===== config.mk =====
export PLATFORM = sky130hd
export DESIGN_NAME = ordered_value_list
export DESIGN_NICKNAME = d
export VERILOG_FILES = /design/src/hw/rtl/ovl_pkg.sv /design/src/hw/rtl/ovl_cell.sv /design/src/hw/rtl/ordered_value_list.sv
export SDC_FILE = /design/constraint.sdc
export NUM_CORES = 1
export LEC_CHECK = 0
export ABC_AREA = 1
export BUFFER_PORTS_ARGS = -buffer_cell sky130_fd_sc_hd__buf_4
export CELL_PAD_IN_SITES_DETAIL_PLACEMENT = 1
export CELL_PAD_IN_SITES_GLOBAL_PLACEMENT = 2
export CORE_MARGIN = 4
export CORE_UTILIZATION = 34
export DETAILED_ROUTE_END_ITERATION = 10
export GPL_TIMING_DRIVEN = 0
export PLACE_DENSITY = 0.88
export SLEW_MARGIN = 25
export SYNTH_ARGS = -nofsm -noshare
export SYNTH_HDL_FRONTEND = slang
export SYNTH_HIERARCHICAL = 1
export SYNTH_SLANG_ARGS = --single-unit
export TNS_END_PERCENT = 50

===== constraint.sdc =====
create_clock -name aclk -period 4 [get_ports aclk]
set_clock_uncertainty 0.15 [all_clocks]
set_input_delay 0.2 -clock aclk [delete_from_list [all_inputs] [get_ports aclk]]
set_output_delay 0.2 -clock aclk [all_outputs]
set_load 0.02 [all_outputs]

===== src/hw/rtl/ovl_pkg.sv =====
// Shared types and codes for the ordered value list.
package ovl_pkg;

    localparam int VALUE_W = 32;
    localparam int COUNT_W = 5;

    typedef logic signed [VALUE_W-1:0] value_t;

    // operation codes
    localparam logic [1:0] OP_APPEND = 2'd0;
    localparam logic [1:0] OP_SEARCH = 2'd1;
    localparam logic [1:0] OP_REMOVE = 2'd2;
    localparam logic [1:0] OP_POP    = 2'd3;

    // status codes
    localparam logic [1:0] ST_OK    = 2'd0;
    localparam logic [1:0] ST_FULL  = 2'd1;
    localparam logic [1:0] ST_EMPTY = 2'd2;

    // per-cell control: cell holds a live entry, cell is the tail slot to write
    typedef struct packed {
        logic active;
        logic tail_wr;
    } cell_ctl_t;

    // control shared by every cell: compare against the request value, shift on hit
    typedef struct packed {
        logic check;
        logic shift;
    } op_ctl_t;

endpackage


===== src/hw/rtl/ovl_cell.sv =====
// One storage cell of the ordered value list.
module ovl_cell
    import ovl_pkg::*;
(
    input  logic      aclk,
    input  cell_ctl_t cell_ctl,
    input  op_ctl_t   op_ctl,
    input  value_t    value,
    input  value_t    shift_data,
    input  logic      hit_in,
    output logic      hit_out,
    output value_t    entry_out
);

    value_t entry_reg;

    // a hit here or anywhere closer to the head
    assign hit_out   = hit_in | (op_ctl.check & cell_ctl.active & (entry_reg == value));
    assign entry_out = entry_reg;

    always_ff @(posedge aclk) begin
        if (cell_ctl.tail_wr) begin
            entry_reg <= value;
        end else if (op_ctl.shift && hit_out) begin
            // take the neighbor's entry to close the gap
            entry_reg <= shift_data;
        end
    end

endmodule


===== src/hw/rtl/ordered_value_list.sv =====
// Top level of the ordered value list: a chain of cells with a count register.
//
// ordered_value_list keeps up to DEPTH signed 32-bit values in insertion order in a row of
// identical cells, entry 0 at the head. Each request item carries an operation and a value:
// append writes the tail cell (status full when no room), search compares every live cell
// at once, remove drops the first matching entry and pop drops the head; in both drop
// cases every cell behind the dropped one takes its neighbor's entry in the same cycle, so
// order is kept. A hit chain runs from the head through the cells so that only the first
// match counts. Every request gives exactly one result item with found, the popped head
// value (zero otherwise), a status code, the count after the operation (low five bits)
// and an empty flag. The cell compare, the hit chain and the count update all finish in
// the accept cycle, and the result lands in an output register. A new item is taken in
// every cycle while that register is empty or being drained. Cell contents are not cleared
// by reset; only the count and the output valid flag are, and cells beyond the count are
// never compared or returned.
module ordered_value_list
    import ovl_pkg::*;
#(
    parameter int DEPTH = 16
) (
    input  logic               aclk,
    input  logic               aresetn,
    input  logic               s_valid,
    output logic               s_ready,
    input  logic [1:0]         s_operation,
    input  value_t             s_value,
    output logic               m_valid,
    input  logic               m_ready,
    output logic               m_found,
    output value_t             m_head_value,
    output logic [1:0]         m_status,
    output logic [COUNT_W-1:0] m_entry_count,
    output logic               m_is_empty
);

    localparam int OCC_W = $clog2(DEPTH + 1);

    logic [OCC_W-1:0] occ_reg, occ_next;
    logic             m_valid_reg;
    logic             found_reg;
    value_t           head_reg;
    logic [1:0]       status_reg;
    logic [OCC_W-1:0] count_reg;

    logic    accept;
    logic    full;
    logic    empty;
    logic    do_append;
    logic    do_pop;
    logic    found;
    op_ctl_t op_ctl;

    logic   hit  [DEPTH+1];
    value_t entry[DEPTH];

    // hold the result until taken; accept the next item in the same cycle it drains
    assign s_ready = !m_valid_reg || m_ready;
    assign accept  = s_valid && s_ready;

    assign full  = (occ_reg == OCC_W'(DEPTH));
    assign empty = (occ_reg == '0);

    assign do_append = accept && (s_operation == OP_APPEND) && !full;
    assign do_pop    = (s_operation == OP_POP) && !empty;

    // search and remove compare; remove and pop shift the cells behind the hit
    assign op_ctl.check = (s_operation == OP_SEARCH) || (s_operation == OP_REMOVE);
    assign op_ctl.shift = accept && ((s_operation == OP_REMOVE) || (s_operation == OP_POP));

    // a pop starts the hit chain at the head
    assign hit[0] = do_pop;

    for (genvar i = 0; i < DEPTH; i++) begin : g_cell
        cell_ctl_t cell_ctl;
        value_t    shift_data;

        assign cell_ctl.active  = (OCC_W'(i) < occ_reg);
        assign cell_ctl.tail_wr = do_append && (occ_reg == OCC_W'(i));

        if (i == DEPTH - 1) begin : g_last
            assign shift_data = entry[i];
        end else begin : g_mid
            assign shift_data = entry[i+1];
        end

        ovl_cell u_cell (
            .aclk      (aclk),
            .cell_ctl  (cell_ctl),
            .op_ctl    (op_ctl),
            .value     (s_value),
            .shift_data(shift_data),
            .hit_in    (hit[i]),
            .hit_out   (hit[i+1]),
            .entry_out (entry[i])
        );
    end

    assign found = hit[DEPTH];

    // advance the count: grow on append, shrink on any drop
    always_comb begin
        occ_next = occ_reg;
        if (do_append) begin
            occ_next = occ_reg + OCC_W'(1);
        end else if (op_ctl.shift && found) begin
            occ_next = occ_reg - OCC_W'(1);
        end
    end

    always_ff @(posedge aclk) begin
        if (!aresetn) begin
            occ_reg     <= '0;
            m_valid_reg <= 1'b0;
        end else begin
            occ_reg <= occ_next;
            if (accept) begin
                m_valid_reg <= 1'b1;
            end else if (m_ready) begin
                m_valid_reg <= 1'b0;
            end
        end
    end

    always_ff @(posedge aclk) begin
        if (accept) begin
            found_reg <= found;
            count_reg <= occ_next;
            head_reg  <= do_pop ? entry[0] : '0;
            case (s_operation)
                OP_APPEND: status_reg <= full ? ST_FULL : ST_OK;
                OP_POP:    status_reg <= empty ? ST_EMPTY : ST_OK;
                default:   status_reg <= ST_OK;
            endcase
        end
    end

    assign m_valid       = m_valid_reg;
    assign m_found       = found_reg;
    assign m_head_value  = head_reg;
    assign m_status      = status_reg;
    assign m_entry_count = COUNT_W'(count_reg);
    assign m_is_empty    = (count_reg == '0);

    a_occ_bound: assert property (@(posedge aclk) disable iff (!aresetn)
        occ_reg <= OCC_W'(DEPTH))
        else $error("entry count beyond list depth");

    a_append_grows: assert property (@(posedge aclk) disable iff (!aresetn)
        do_append |=> (occ_reg == $past(occ_reg) + OCC_W'(1)))
        else $error("append did not grow the list");

    a_full_no_found: assert property (@(posedge aclk) disable iff (!aresetn)
        (m_valid && (m_status == ST_FULL)) |-> !m_found)
        else $error("full result reports a match");

    a_drop_shrinks: assert property (@(posedge aclk) disable iff (!aresetn)
        (op_ctl.shift && found) |=> (occ_reg == $past(occ_reg) - OCC_W'(1)))
        else $error("drop did not shrink the list");

endmodule

==> results of run 1 <==
==> cell families after synthesis <==
family,Yosys count,synth area share [%]
XOR/XNOR,181,4.83
AO/OA/AOI/OAI,395,6.03
AND/OR/NAND/NOR,2280,27.7
flip-flops,558,50.8
buffers and inverters,842,10.3
adder cells (fa/ha/maj),8,0.305
==> metrics by stage <==
| step | setup slack (ns) | hold slack (ns) | power [µW] |
|---|---|---|---|
| detailed placement | -1.12 | 0.251 | 7520 |
| CTS | -0.0623 | 0.00128 | 13600 |
| global placement | -1.78 | 0.247 | 7500 |
| finish | -0.0929 | 0.0262 | 13500 |
| global route | -0.301 | 0.0360 | 14000 |
| floorplan | -0.00492 | 0.148 | 7050 |
==> layer usage <==
metal,vias to the layer above,global-route usage [%]
li1,13700,-
met3,159,2.43
met4,0,4.94
met2,400,37.8
met5,-,0
met1,13500,25.3
==> critical path: cells and delay by family, from the launching register on <==
kind,cells,cell delay [ns]
AOI/OAI and AO/OA,1,0.06
adders and majority gates,1,0.16
buffers and inverters,19,1.06
DFF,1,0.34
and+or+nand+nor,27,2.08
==> final cells by class <==
cell class	instances	area, µm²
fillers	11700	57400
flip-flops and latches	558	16700
well taps	1265	1580
clock inverters	32	208
plain buffers	103	599
repair buffers	138	1130
inverters	738	2800
clock buffers	91	1890
multi-input cells	2866	13100
==> timing repair <==
action / in CTS / in global routing
endpoints found under the setup margin: 267 / 297
gates resized for setup: 56 / 34
gates cloned: 1 / 1
hold buffers: 13 / 0
pin swaps: 32 / 22
buffers inserted: 34 / 10
hold endpoints to repair: 31 / 0
==> worst max path at each step <==
stage / to
6_report: m_entry_count[4]$_DFFE_PP_
3_3_place_gp: g_cell[6].u_cell/entry_out[30]$_DFFE_PP_
3_5_place_dp: g_cell[15].u_cell/entry_out[11]$_DFFE_PP_
5_1_grt: m_entry_count[4]$_DFFE_PP_
2_1_floorplan: g_cell[13].u_cell/entry_out[0]$_DFFE_PP_
4_1_cts: m_entry_count[4]$_DFFE_PP_
==> cell usage after synthesis <==
cell	instances
ha_1	8
buf_4	2
nand4_1	81
nand3b_1	1
nor2_8	1
nand3_1	41
inv_4	1
o21ai_1	128
buf_1	16
buf_2	1
nor3b_1	1
nor3_1	11
nand2_2	34
clkbuf_8	16
nor2_4	2
inv_2	67
buf_6	5
a21oi_2	1
nor2_2	32
inv_1	670
xnor2_1	144
a21oi_1	4
o21ai_0	262
clkbuf_1	64
nand3_2	1
or2_0	16
edfxtp_1	552
nor4_1	2
nand3_4	1
dfxtp_1	6
nor2_1	270
nand2_1	1785
xor2_1	37
nand2_4	1
==> power groups by stage <==
| stage | combinational [µW] | clock, µW | sequential (µW) |
|---|---|---|---|
| after floorplan | 471 | 0 | 6580 |
| after global placement | 942 | 0 | 6560 |
| after detailed placement | 968 | 0 | 6550 |
| after CTS | 1020 | 6160 | 6430 |
| after global routing | 1140 | 6400 | 6430 |
| final | 1030 | 6000 | 6430 |
==> impl_metrics.csv, run 1 <==
group,metric,value,unit
route,drt-wirelength-per-cell,18.3,µm
sta,tns,-1.03,ns
worst_setup_path,setup.worst_path.class,"reg2reg",
min_path,worstHoldPathCells,3,
floorplanning,placement_rows,113,
sta,finalMaxSlewViolations,0,
layout,largest_register_ff_count,512,
clock_tree,cts_buffers,70,
worst_setup_path,timing.reg2reg.worst_path_depth,48,
clock_tree,cts_tree,"built",
pwr,power.clock.fraction,44.6,%
yosys,netlist_area,32800,µm²
global_route,grt_first_pass_wirelength,165000,µm
route,final_antenna_net_count,0,
worst_setup_path,crit_slowest_cell,"dfxtp_2",
yosys,synth_top_area_share,50.5,%
clock_tree,clock_tree.root_cell,"clkbuf_16",
yosys,synth.largest_area_cell,"edfxtp_1",
yosys,synth.lib_cells_used.distinct,34,
global_route,grt_usage,20.4,%
pwr,cellPowerDensity,354,nW/µm²
worst_setup_path,critical_path_peak_fanout,4,
sta,maxSlewHeadroom,37.9,%
route,m1WireLength,45300,µm
route,routed_via_density,4.80,
placement,port_buffers,80,
global_route,grt_start_max_net_pins,33,
pwr,comb_power_share,7.7,%
flow_run,maxCapViolCount,0,
layout,syn2layout_area_growth,15.7,%
layout,antenna_cells,0,
placement,detailed_place_hpwl,72900,µm
worst_setup_path,required,4.21,ns
sta,layout_setup_ws,-0.0929,ns
pwr,pwr-share-seq,47.8,%
clock_tree,max_h_tree_level,3,
floorplanning,die_area,102000,µm²
layout,layout.cells.most_common,"nand2_1",
pwr,leakagePower,0.0183,µW
min_path,min_to,"g_cell[15].u_cell/entry_out[30]$_DFFE_PP_",
clock_tree,cts_sinks,558,
route,detailedRoute.firstIterationViolations,1592,
floorplanning,core-area,95400,µm²
yosys,ys.warnings.count,6,
global_route,vias_in_the_first_global_route,29200,
floorplanning,fp.dieH,319,µm
yosys,synthCells,4264,
yosys,yosysSeqAreaShare,50.8,%
sta,period_minus_slack,4.09,ns
layout,layout.nets,4521,
worst_setup_path,cp_common_cell,"inv_2",
global_route,antenna_found_initial,1,
sta,number_of_failing_setup_endpoints_in_the_final_timing_report,23,
route,routed-via-count,27800,
outcome,outcome,"finished, violations left",
pwr,p_int,10200,µW
min_path,timing.hold.worst.class,"in2reg",
layout,post_layout_nonfiller_instances,5791,
layout,post-route-cell-area,38000,µm²
sta,tightest_slew,0.923,ns
floorplanning,fp.dieW,319,µm
pwr,irDropWorstVdd,0.282,mV
route,detail_route.wirelength,106000,µm
worst_setup_path,timing.critical_path.to_type,"flip-flop",
clock_tree,clk_pin_slew_worst_paths,0.05,ns
worst_setup_path,launching_element_type_of_the_critical_path,"flip-flop",
placement,dp.cells,5610,
clock_tree,clockBufferDepth,3,
route,detailroute.wirelength.met3,3460,µm
layout,final_cell_mix,"nand2_1, inv_1, edfxtp_1, nor2_1, o21ai_0",
route,drc,0,
worst_setup_path,timing.critical_path.arrival,4.30,ns
sta,crit_share_post_route,102,%
global_route,grt_remaining_overflow,0,
placement,placed_area,35100,µm²
floorplanning,start_util,34.4,%
yosys,synth.net_count,4310,
floorplanning,io_pins,81,
sta,finalHoldViolations,0,
clock_tree,clkLatencyLatePin,0.63,ns
worst_setup_path,rr_endpoint,"m_entry_count[4]$_DFFE_PP_",
yosys,seq_cells_post_synth,558,
layout,finalCoreUtilization,39.8,%
outcome,violations_in_the_final_reports,"negative setup slack",
route,detailroute.wirelength.met2,54800,µm
placement,routabilityCongestion,0.822,
route,dr.max_layer_used,"met4",
pwr,total_switching_power,3300,µW
worst_setup_path,timing.critical_path.from,"occ_reg[1]$_SDFF_PN0_",
sta,max_freq,244,MHz
yosys,average_footprint_of_a_synthesized_cell,7.70,µm²
worst_setup_path,worst_path_largest_cell_delay,0.34,ns
pwr,power_switching_share,24.5,%
worst_setup_path,worst_r2r_startpoint,"occ_reg[1]$_SDFF_PN0_",
layout,final_layout_size_suffix_gt1_share,9.68,%
worst_setup_path,slack_of_the_worst_reg_to_reg_path,-0.09,ns
min_path,hold_path_startpoint,"s_value[30]",
sta,rsz_0062_raised_after_global_routing,"yes",
route,detail_route.first_pass.iterations,6,
yosys,synth_top_cells_by_area,"edfxtp_1, nand2_1, inv_1, o21ai_0, xnor2_1",
No activity file was read; power rests on OpenSTA's default activity.
==> run 2: changes to the inputs <==
Settings changed: CORE_UTILIZATION 34 to 41, PLACE_DENSITY 0.88 to 0.95.
Clock period 4 ns to 4.9 ns, I/O delays scaled along.
==> impl_metrics.csv, run 2 (synthesis results as in run 1) <==
group,metric,value,unit
sta,finalHoldViolations,0,
sta,tightest_slew,0.979,ns
min_path,timing.hold.worst.class,"in2reg",
clock_tree,clock_tree.root_cell,"clkbuf_16",
clock_tree,clockBufferDepth,3,
route,detail_route.wirelength,103000,µm
floorplanning,io_pins,81,
pwr,p_int,8060,µW
sta,number_of_failing_setup_endpoints_in_the_final_timing_report,0,
placement,routabilityCongestion,0.835,
placement,port_buffers,80,
outcome,outcome,"finished clean",
global_route,grt_util_met2,44.5,%
global_route,vias_in_the_first_global_route,29300,
pwr,pwr-share-seq,48.8,%
layout,layout.nets,4470,
pwr,fin_total_pwr,10800,µW
sta,finalMaxSlewViolations,0,
route,routed_via_density,5.00,
worst_setup_path,critical_path_peak_fanout,10,
worst_setup_path,worst_path_largest_cell_delay,0.41,ns
global_route,grt_first_pass_wirelength,161000,µm
global_route,gr-max-usage-layer,"met2",
floorplanning,die_area,84700,µm²
global_route,grt_start_max_net_pins,33,
worst_setup_path,timing.critical_path.to_type,"flip-flop",
worst_setup_path,critical-path-top-delay-family,"simple AND/OR/NAND/NOR gates",
layout,final_cell_mix,"nand2_1, inv_1, edfxtp_1, nor2_1, o21ai_0",
sta,tns,0,ns
pwr,power.clock.fraction,43.8,%
worst_setup_path,crit_slowest_cell,"dfxtp_4",
floorplanning,start_util,41.5,%
flow_run,maxCapViolCount,0,
global_route,grt_usage,23.9,%
worst_setup_path,timing.critical_path.arrival,4.80,ns
floorplanning,core-area,79100,µm²
worst_setup_path,launching_element_type_of_the_critical_path,"flip-flop",
global_route,grt_remaining_overflow,0,
global_route,globalRouteMet3Util,2.75,%
placement,detailed_place_hpwl,72100,µm
layout,final_layout_size_suffix_gt1_share,8.14,%
clock_tree,max_h_tree_level,3,
layout,syn2layout_area_growth,12.6,%
pwr,comb_power_share,7.4,%
worst_setup_path,required,5.13,ns
worst_setup_path,setup.worst_path.class,"reg2reg",
pwr,cellPowerDensity,291,nW/µm²
route,drc,0,
global_route,antenna_found_initial,0,
global_route,globalRouteMet1Util,29.2,%
sta,whs,0.0573,ns
route,drt-wirelength-per-cell,18.7,µm
sta,maxSlewHeadroom,34.2,%
route,final_antenna_net_count,0,
sta,period_minus_slack,4.56,ns
sta,max_freq,219,MHz
worst_setup_path,cp.buffers_inverters,22,
pwr,leakagePower,0.0180,µW
layout,largest_register_ff_count,512,
clock_tree,cts_sinks,558,
layout,layout.cells.most_common,"nand2_1",
floorplanning,placement_rows,103,
sta,crit_share_post_route,93.1,%
clock_tree,cts_tree,"built",
worst_setup_path,cp_common_cell,"inv_1",
route,detail_route.first_pass.iterations,5,
route,routed-via-count,27600,
pwr,irDropWorstVdd,0.219,mV
route,detailedRoute.firstIterationViolations,1571,
pwr,total_switching_power,2700,µW
clock_tree,cts_buffers,66,
clock_tree,clk_pin_slew_worst_paths,0.06,ns
floorplanning,fp.dieH,291,µm
pwr,power_switching_share,25.1,%
clock_tree,clkLatencyLatePin,0.64,ns
floorplanning,fp.dieW,291,µm
==> run 2: cell types whose count changed in the layout (fill, tap and decap cells not counted), sizes merged <==
| cell | previous run | this run |
|---|---|---|
| clkinv | 29 | 27 |
| buf | 149 | 113 |
| clkbuf | 170 | 164 |
| dlygate4sd3 | 13 | 3 |
| inv | 738 | 741 |
| diode | 0 | 1 |
| clkinvlp | 1 | 2 |
| nand2 | 1822 | 1820 |
| bufinv | 2 | 1 |
==> run 2: worst paths after layout <==
path                                                          startpoint                                         to  slack [ns]  depth (start not counted)
worst min-delay path                                         s_value[26]  g_cell[15].u_cell/entry_out[26]$_DFFE_PP_        0.06                          3
worst max-delay path                               occ_reg[0]$_SDFF_PN0_                 m_entry_count[2]$_DFFE_PP_        0.34                         46
worst max register to register                     occ_reg[0]$_SDFF_PN0_                 m_entry_count[2]$_DFFE_PP_        0.34                         46
worst min register to register  g_cell[6].u_cell/entry_out[22]$_DFFE_PP_   g_cell[5].u_cell/entry_out[22]$_DFFE_PP_        0.42                          2
==> run 2: layer usage <==
metal  share of wire (%)  up-vias
li1                    -    13600
met3                 3.3      152
met2                  52      404
met1                  42    13500
met4                 2.4        0
met5                   0        -
==> run 2: cell type report <==
type,instances,area (µm²)
repair buffers,92,723
plain buffers,104,607
clock buffers,84,1750
clock inverters,33,255
flip-flops and latches,558,16700
fillers,9865,42100
diodes,1,2.50
inverters,738,2780
multi-input cells,2864,12800
well taps,1050,1310
==> run 2: power by group through the flow <==
stage | registers (µW) | clock network, µW | logic [µW]
after detailed placement | 5350 | 0 | 792
after floorplan | 5370 | 0 | 384
after CTS | 5250 | 4820 | 799
final | 5250 | 4720 | 799
after global routing | 5250 | 5010 | 879
after global placement | 5350 | 0 | 765
==> run 2: through the flow <==
stage / setup WS [ns] / instances / instance area (µm²) / util [%]
floorplan: 0.637 / 4264 / 32800 / -
global placement: -0.945 / 5394 / 34700 / 43.9
detailed placement: -0.214 / 5396 / 34800 / 44.0
CTS: 0.0141 / 5516 / 36900 / 46.6
global route: -0.0290 / 5523 / 37000 / 46.7
finish: 0.336 / 5524 / 37000 / 46.7
==> run 2: what timing repair did <==
item | CTS | global route
endpoints found under the hold margin | 12 | 0
resized for setup | 2 | 14
setup endpoints to repair | 41 | 120
setup buffers | 0 | 6
pin swaps | 0 | 1
hold buffers | 3 | 0
gates cloned | 0 | 1
==> run 2: worst reg2reg max path: cells and delay by family (launching register included) <==
family	cells	cell delay [ns]
and+or+nand+nor	23	1.89
buffers and inverters	22	1.64
DFF	1	0.41
adders and majority gates	1	0.26
==> run 3: changes to the inputs <==
Settings changed: CORE_UTILIZATION 41 to 34, PLACE_DENSITY 0.95 to 0.88.
Clock period 4.9 ns to 3.9 ns, I/O delays scaled along.
==> impl_metrics.csv, run 3 (synthesis results as in run 1) <==
group,metric,value,unit
global_route,grt_usage,20.3,%
floorplanning,core-area,95400,µm²
worst_setup_path,critical_path_peak_fanout,4,
worst_setup_path,launching_element_type_of_the_critical_path,"flip-flop",
layout,final_cell_mix,"nand2_1, inv_1, edfxtp_1, nor2_1, o21ai_0",
worst_setup_path,slack_of_the_worst_reg_to_reg_path,-0.14,ns
pwr,leakagePower,0.0182,µW
sta,tns,-1.76,ns
sta,tightest_slew,0.909,ns
clock_tree,cts_tree,"built",
route,final_antenna_net_count,0,
route,drc,0,
layout,layout.nets,4507,
global_route,grt_remaining_overflow,0,
route,detail_route.first_pass.iterations,5,
worst_setup_path,worst_r2r_startpoint,"occ_reg[1]$_SDFF_PN0_",
placement,post-place-ws,-1.23,ns
layout,largest_register_ff_count,512,
route,detailedRoute.firstIterationViolations,1441,
sta,max_freq,248,MHz
placement,routabilityCongestion,0.809,
placement,port_buffers,80,
sta,maxSlewHeadroom,38.9,%
clock_tree,clk_pin_slew_worst_paths,0.06,ns
clock_tree,clkLatencyLatePin,0.63,ns
global_route,grt_first_pass_wirelength,163000,µm
layout,layout.cells.most_common,"nand2_1",
floorplanning,placement_rows,113,
layout,final_layout_size_suffix_gt1_share,9.45,%
floorplanning,io_pins,81,
sta,rsz_0062_raised_after_global_routing,"yes",
sta,finalMaxSlewViolations,0,
pwr,cellPowerDensity,366,nW/µm²
clock_tree,clock_tree.root_cell,"clkbuf_16",
layout,post-route-cell-area,37900,µm²
layout,antenna_cells,0,
floorplanning,fp.dieW,319,µm
floorplanning,die_area,102000,µm²
worst_setup_path,endpoint,"m_entry_count[4]$_DFFE_PP_",
clock_tree,cts_sinks,558,
clock_tree,cts_buffers,70,
pwr,fin_total_pwr,13900,µW
worst_setup_path,timing.critical_path.from,"occ_reg[1]$_SDFF_PN0_",
placement,placed_area,35100,µm²
floorplanning,start_util,34.4,%
outcome,outcome,"finished, violations left",
worst_setup_path,setup.worst_path.class,"reg2reg",
worst_setup_path,required,4.11,ns
route,drt-wirelength-per-cell,18.3,µm
sta,period_minus_slack,4.04,ns
worst_setup_path,timing.reg2reg.worst_path_depth,48,
min_path,timing.hold.worst.class,"in2reg",
worst_setup_path,worst_path_largest_cell_delay,0.35,ns
placement,detailed_place_hpwl,72600,µm
worst_setup_path,cp_common_cell,"inv_2",
worst_setup_path,crit_slowest_cell,"dfxtp_2",
worst_setup_path,rr_endpoint,"m_entry_count[4]$_DFFE_PP_",
pwr,irDropWorstVdd,0.279,mV
sta,layout_setup_ws,-0.137,ns
global_route,antenna_found_initial,1,
route,routed-via-count,27700,
clock_tree,clockBufferDepth,3,
global_route,vias_in_the_first_global_route,28900,
worst_setup_path,timing.critical_path.arrival,4.25,ns
sta,crit_share_post_route,104,%
worst_setup_path,timing.critical_path.to_type,"flip-flop",
route,routed_via_density,4.79,
layout,syn2layout_area_growth,15.4,%
sta,number_of_failing_setup_endpoints_in_the_final_timing_report,60,
floorplanning,fp.dieH,319,µm
outcome,violations_in_the_final_reports,"negative setup slack",
flow_run,maxCapViolCount,0,
layout,finalCoreUtilization,39.7,%
route,detail_route.wirelength,106000,µm
global_route,grt_start_max_net_pins,33,
sta,finalHoldViolations,0,
clock_tree,max_h_tree_level,3,
[run 3: cell count changes in the layout (fill, tap and decap cells not counted), sizes merged, moves of 2 or more]
cell / delta
buf: +11
clkinvlp: -2
nand2: +5
dlygate4sd3: +16
bufinv: +3
clkbuf: +3
[run 3: stage by stage]
step	instances	hold slack, ns
floorplan	4264	0.143
global route	5774	0.0279
detailed placement	5610	0.248
global placement	5609	0.244
CTS	5764	0.000369
finish	5774	0.0367
[run 3: power breakdown]
group	internal (µW)	leakage, µW	switching [µW]
clock	3600	0.00104	2640
sequential	6570	0.00393	27.9
combinational	299	0.0133	739
total	10500	0.0182	3410
[run 3: what timing repair did]
action,in CTS,in global routing
pin swaps,33,17
hold endpoints to repair,45,0
hold buffers,19,0
cloned,2,4
setup endpoints to repair,267,334
buffers inserted,14,7
resized for setup,52,34
[run 3: layout make-up]
cell class	count	area, µm²
inverters	738	2790
repair buffers	121	980
fillers	11700	57500
clock buffers	87	1840
flip-flops and latches	558	16700
multi-input cells	2870	13100
plain buffers	102	584
well taps	1265	1580
clock inverters	33	279
[run 3: how the worst min path moves through the flow]
stage | start | end | slack, ns | cells past startpoint
floorplan | aresetn | occ_reg[1]$_SDFF_PN0_ | 0.14 | 2
global placement | aresetn | occ_reg[1]$_SDFF_PN0_ | 0.24 | 3
detailed placement | aresetn | occ_reg[1]$_SDFF_PN0_ | 0.25 | 3
CTS | s_value[31] | g_cell[8].u_cell/entry_out[31]$_DFFE_PP_ | 0.0004 | 3
global route | s_value[30] | g_cell[0].u_cell/entry_out[30]$_DFFE_PP_ | 0.03 | 3
finish | s_value[30] | g_cell[0].u_cell/entry_out[30]$_DFFE_PP_ | 0.04 | 3
[run 3: routing by layer]
layer	part of all wire [%]	up-vias	global-route usage [%]	wire length, µm
li1	-	13700	-	-
met1	43	13500	25.0	45500
met2	51	367	37.5	54300
met3	3.1	155	2.73	3270
met4	2.4	0	5.24	2590
met5	0	-	0	0
[run 3: worst max-delay path, delay by kind of cell (launching register included)]
| family | cells | cell delay (ns) |
|---|---|---|
| AND/OR/NAND/NOR | 27 | 2.01 |
| AO/OA/AOI/OAI | 1 | 0.04 |
| flip-flops | 1 | 0.35 |
| adder cells (fa/ha/maj) | 1 | 0.14 |
| buffers and inverters | 19 | 1.04 |
